$ cat config.mk
export PLATFORM = sky130hd
export DESIGN_NAME = spsm_serial_mul
export DESIGN_NICKNAME = d
export VERILOG_FILES = /design/src/rtl/spsm_pkg.sv /design/src/rtl/spsm_serial_mul.sv
export SDC_FILE = /design/constraint.sdc
export NUM_CORES = 1
export LEC_CHECK = 0
export ABC_AREA = 1
export CAP_MARGIN = 20
export CORE_ASPECT_RATIO = 0.9
export CORE_UTILIZATION = 55
export CTS_CLUSTER_DIAMETER = 120
export DETAILED_ROUTE_END_ITERATION = 16
export DONT_BUFFER_PORTS = 1
export PLACE_DENSITY = 0.77
export REMOVE_ABC_BUFFERS = 1
export SLEW_MARGIN = 30
export SYNTH_ARGS = -nofsm -noshare
export SYNTH_HDL_FRONTEND = slang
export SYNTH_SLANG_ARGS = --single-unit
$ cat constraint.sdc
create_clock -name clk -period 1.8 [get_ports clk]
set_input_delay 0.36 -clock clk [delete_from_list [all_inputs] [get_ports clk]]
set_output_delay 0.36 -clock clk [all_outputs]
set_load 0.1 [all_outputs]
$ cat src/rtl/spsm_pkg.sv
// ----------------------------------------------------------------------------
// spsm_pkg
// Types and constants shared by the sample player and stereo mixer.
// ----------------------------------------------------------------------------
`default_nettype none
package spsm_pkg;

  localparam int CmdW   = 3;
  localparam int ChanW  = 3;
  localparam int LevelW = 8;
  localparam int AddrW  = 16;
  localparam int CountW = 17;
  localparam int WordW  = 16;

  // Sample memory depth, one word per address
  localparam int MemWords = 65536;

  localparam logic [CmdW-1:0] CMD_TICK    = 3'd0;
  localparam logic [CmdW-1:0] CMD_TRIGGER = 3'd1;
  localparam logic [CmdW-1:0] CMD_PAN     = 3'd2;
  localparam logic [CmdW-1:0] CMD_VOLUME  = 3'd3;
  localparam logic [CmdW-1:0] CMD_SAMPLE  = 3'd4;
  localparam logic [CmdW-1:0] CMD_WRITE   = 3'd5;

  localparam logic [LevelW-1:0] PAN_CENTRE = 8'd128;
  localparam logic [LevelW-1:0] VOL_FULL   = 8'd255;
  localparam logic signed [WordW-1:0] SAT_MAX = 16'sd32767;
  localparam logic signed [WordW-1:0] SAT_MIN = -16'sd32768;

  // Product widths along the scaling chain
  localparam int ProdW = 26;
  localparam int AccW  = 24;

  typedef struct packed {
    logic [CmdW-1:0]          command;
    logic [ChanW-1:0]         channel;
    logic [LevelW-1:0]        level;
    logic [AddrW-1:0]         address;
    logic [CountW-1:0]        sample_count;
    logic signed [WordW-1:0]  write_value;
  } in_item_t;

  typedef struct packed {
    logic signed [WordW-1:0] left_out;
    logic signed [WordW-1:0] right_out;
  } out_item_t;

  // Operands handed to the bit-serial multiplier
  typedef struct packed {
    logic                     start;
    logic signed [ProdW-1:0]  mcand;
    logic [LevelW-1:0]        mplier;
  } mul_req_t;

  typedef struct packed {
    logic                     done;
    logic signed [ProdW-1:0]  product;
  } mul_rsp_t;

endpackage
`default_nettype wire

$ cat src/rtl/spsm_serial_mul.sv
// ----------------------------------------------------------------------------
// spsm_serial_mul
// Shift-and-add multiplier: signed multiplicand by 8-bit unsigned multiplier,
// one multiplier bit per cycle.
// ----------------------------------------------------------------------------
`default_nettype none
module spsm_serial_mul (
  input  wire                  clk,
  input  wire                  rst_n,
  input  wire spsm_pkg::mul_req_t req,
  output spsm_pkg::mul_rsp_t   rsp
);
  import spsm_pkg::*;

  logic signed [ProdW-1:0] acc_r, acc_nxt;
  logic signed [ProdW-1:0] mcand_r, mcand_nxt;
  logic [LevelW-1:0]       mplier_r, mplier_nxt;
  logic [3:0]              cnt_r, cnt_nxt;
  logic                    busy_r, busy_nxt;
  logic                    done_r, done_nxt;

  always_comb begin
    acc_nxt    = acc_r;
    mcand_nxt  = mcand_r;
    mplier_nxt = mplier_r;
    cnt_nxt    = cnt_r;
    busy_nxt   = busy_r;
    done_nxt   = 1'b0;
    if (req.start) begin
      acc_nxt    = '0;
      mcand_nxt  = req.mcand;
      mplier_nxt = req.mplier;
      cnt_nxt    = 4'd0;
      busy_nxt   = 1'b1;
    end else if (busy_r) begin
      if (mplier_r[0]) acc_nxt = acc_r + mcand_r;
      mcand_nxt  = mcand_r <<< 1;
      mplier_nxt = mplier_r >> 1;
      cnt_nxt    = cnt_r + 4'd1;
      if (cnt_r == 4'(LevelW - 1)) begin
        busy_nxt = 1'b0;
        done_nxt = 1'b1;
      end
    end
  end

  always_ff @(posedge clk) begin
    if (!rst_n) begin
      busy_r <= 1'b0;
      done_r <= 1'b0;
      cnt_r  <= '0;
    end else begin
      busy_r <= busy_nxt;
      done_r <= done_nxt;
      cnt_r  <= cnt_nxt;
    end
    acc_r    <= acc_nxt;
    mcand_r  <= mcand_nxt;
    mplier_r <= mplier_nxt;
  end

  assign rsp.done    = done_r;
  assign rsp.product = acc_r;

endmodule
`default_nettype wire

==> results.cfg <==
[run_status]
status = finished with violations
failed_checks = negative setup slack

[critical_path]
r2r-end = acc_r[14]
start_kind = flop
end_kind = flop
crit_type = reg -> reg
critPathCapture = acc_r[14]
required_ns = 2.11
critPathMaxFanout = 3
rr_worst_depth = 12
cp-startpoint = mcand_r[0]
critPathArrivalTime_ns = 2.17
rrSetupSlack_ns = -0.07
regToRegStartpoint = mcand_r[0]

[clocking]
cts_buffers = 9
htreeDepth = 3
cts_tree = built
clk_pin_slew_ns = 0.08
cts_buffer_depth = 2
clock_latency_ns = 0.36
clock_sinks = 66
cts_hold_buf = 0
cts_root_buf = clkbuf_8

[route]
drt-total-wl_um = 13100
drc = 0
vias_per_cell = 5.39
drtAntennaViolNets = 0
via_count = 4656
routedWlPerCell_um = 15.2
dr.pass1.iters = 5
drtIter0Drc = 280

[min_path]
hp-class = in -> reg

[power]
comb_power_share_pct = 39.3
p_per_area_nw_per_um2 = 817
p_leak_nw = 3.13
p_int_mw = 2.98
swShare_pct = 40.1
irDropWorstVdd_v = 0.000542
total_power_mw = 4.98
seqPwrFrac_pct = 37.2
p_clk_share_pct = 23.5
power.switching_mw = 2.00

[timing]
drv_slew = 0
setup_ws_ns = -0.0669
relSlewSlack_pct = 74.9
clock-skew-final_ns = 0.00780
fin_crit_ns = 1.87
tightest_slew_ns = 0.376
timing.final.crit_share_pct = 104
finalSetupViolations = 5
finalHoldViolCount = 0
max_freq_mhz = 536
hold_ws_ns = 0.123
rsz0062_at_grt = yes

[synthesis]
avgSynthCellArea_um2 = 6.67
synth_top_cell_by_area = edfxtp_1
synth_flop_cell = edfxtp_1
postSynth.asyncResetShare_pct = 0
ys_ff_latch = 66
synth_area_leaders = edfxtp_1, nand2_1, dfxtp_1, inv_1, ha_1
ys_types = 36
yosys_warnings = 0
synthCells = 674
ys_seq_area_share_pct = 37.0
synth_edf_count = 34
synthesis.area_um2 = 4490
synth_top_area_share_pct = 22.7

[floorplanning]
std_cell_rows = 30
die_area_um2 = 8540
core_area_um2 = 7730
die_w_um = 97.3
start_util_pct = 58.1
die_h_um = 87.8
io_pins = 64

[finish]
finish.utilization_pct = 78.9
nFillCells = 567
nets = 827
design_area_um2 = 6100
final_layout_size_suffix_gt1_share_pct = 29.8
area_delta_synth_final_pct = 35.7
antenna_cells = 0

[global_routing]
grt_overflow = 0
grt_max_degree = 58
grt_first_pass_wirelength_um = 20100
grt_use_total_pct = 29.6
grt_pass1_vias = 4270
grt_antenna_before_repair = 0

[placement]
dpl_cell_area_um2 = 5120
gp_congestion = 0.969
place_ws_ns = -0.121
hpwl_um = 8930
numPortBuffers = 0

[job]
max_cap_viol_count = 0
[how the worst min path moves through the flow]
stage | from | to | slack (ns) | cells past startpoint
after floorplan | cnt_r[3] | done_r | 0.45 | 1
final | rst_n | busy_r | 0.12 | 2
after global routing | rst_n | busy_r | 0.13 | 2
after CTS | rst_n | busy_r | 0.12 | 2
after global placement | cnt_r[3] | done_r | 0.47 | 1
after detailed placement | cnt_r[3] | done_r | 0.48 | 1
[cell usage in the layout (no fill, tap or decap), types with 11 or more instances in the layout]
| cell | Yosys | final |
|---|---|---|
| a21oi_1 | 25 | 13 |
| a21oi_2 | 0 | 11 |
| buf_4 | 1 | 90 |
| dfxtp_1 | 32 | 31 |
| edfxtp_1 | 34 | 34 |
| ha_4 | 0 | 22 |
| inv_1 | 98 | 94 |
| nand2_1 | 251 | 214 |
| nand2_2 | 6 | 34 |
| nand3_1 | 40 | 28 |
| nand3_2 | 2 | 13 |
| nor2_1 | 77 | 69 |
| o21ai_0 | 17 | 11 |
[state kept, by name (all words and copies together), names as in the netlist]
name and count:
mcand_r 26, cnt_r 4, acc_r 26, mplier_r 8, done_r 1, busy_r 1
[per-stage QoR]
step,TNS [ns],cells
5_1_grt,-1.32,864
3_5_place_dp,-1.15,830
3_3_place_gp,-0.819,830
4_1_cts,-0.00804,848
2_1_floorplan,-26.30,659
6_report,-0.188,864
[Yosys cell counts, types with 2 or more instances]
cell	number
nand2_2	6
nand2_1	251
clkbuf_1	7
or2_1	2
nor2_1	77
nand3_1	40
o21bai_1	3
buf_2	4
a21oi_1	25
inv_1	98
and2_1	3
nor3_1	3
a21o_1	3
a31oi_1	2
dfxtp_1	32
nand4_1	7
nor4_1	2
nor2_2	6
edfxtp_1	34
ha_1	26
o21ai_0	17
nand3_2	2
xor2_1	9
buf_1	3
[power by group through the flow]
| stage | Clock (mW) | Sequential (mW) | Combinational (mW) |
|---|---|---|---|
| global placement | 0 | 1.83 | 1.50 |
| floorplan | 0 | 2.16 | 0.734 |
| detailed placement | 0 | 1.84 | 1.53 |
| global route | 1.23 | 1.86 | 2.10 |
| CTS | 1.18 | 1.84 | 1.66 |
| finish | 1.17 | 1.85 | 1.96 |
[critical path: stages (launching register included)]
cell	delay, ns
edfxtp_1	0.36
ha_2	0.19
inv_2	0.04
fa_2	0.34
inv_2	0.08
buf_4	0.11
nand2_2	0.06
nand3b_4	0.10
nand3_1	0.12
a21o_1	0.21
nand3_1	0.10
nand2_1	0.06
inv_1	0.04
[final cells by class]
cell class	count	area, µm²	share of cell area, %
inverter	100	378	6.20
tap	96	120	1.97
clock inverter	7	53.8	0.882
timing repair buffer	93	718	11.8
sequential	66	1660	27.3
clock buffer	9	124	2.03
multi-input combinational	493	3040	49.9
[cells by family after synthesis]
| group | Yosys count | synth area share (%) |
|---|---|---|
| fa+ha+maj | 27 | 7.68 |
| buf+inv | 115 | 9.80 |
| compound gates | 52 | 6.29 |
| flops | 66 | 37.0 |
| simple gates | 404 | 37.3 |
| xor+xnor | 10 | 1.95 |
[repair_timing]
item,4_1_cts,5_1_grt
pin swaps,4,38
endpoints found under the hold margin,0,0
endpoints found under the setup margin,19,22
resized for setup,48,95
setup buffers,2,16
[routing by layer]
metal	part of all wire (%)	up-vias	GRT usage [%]
met1	44	2161	39.0
met2	48	177	50.7
met3	6.8	22	5.43
met4	1.7	0	8.16
met5	0	-	0
li1	-	2296	-
(Power assumes the default switching activity.)
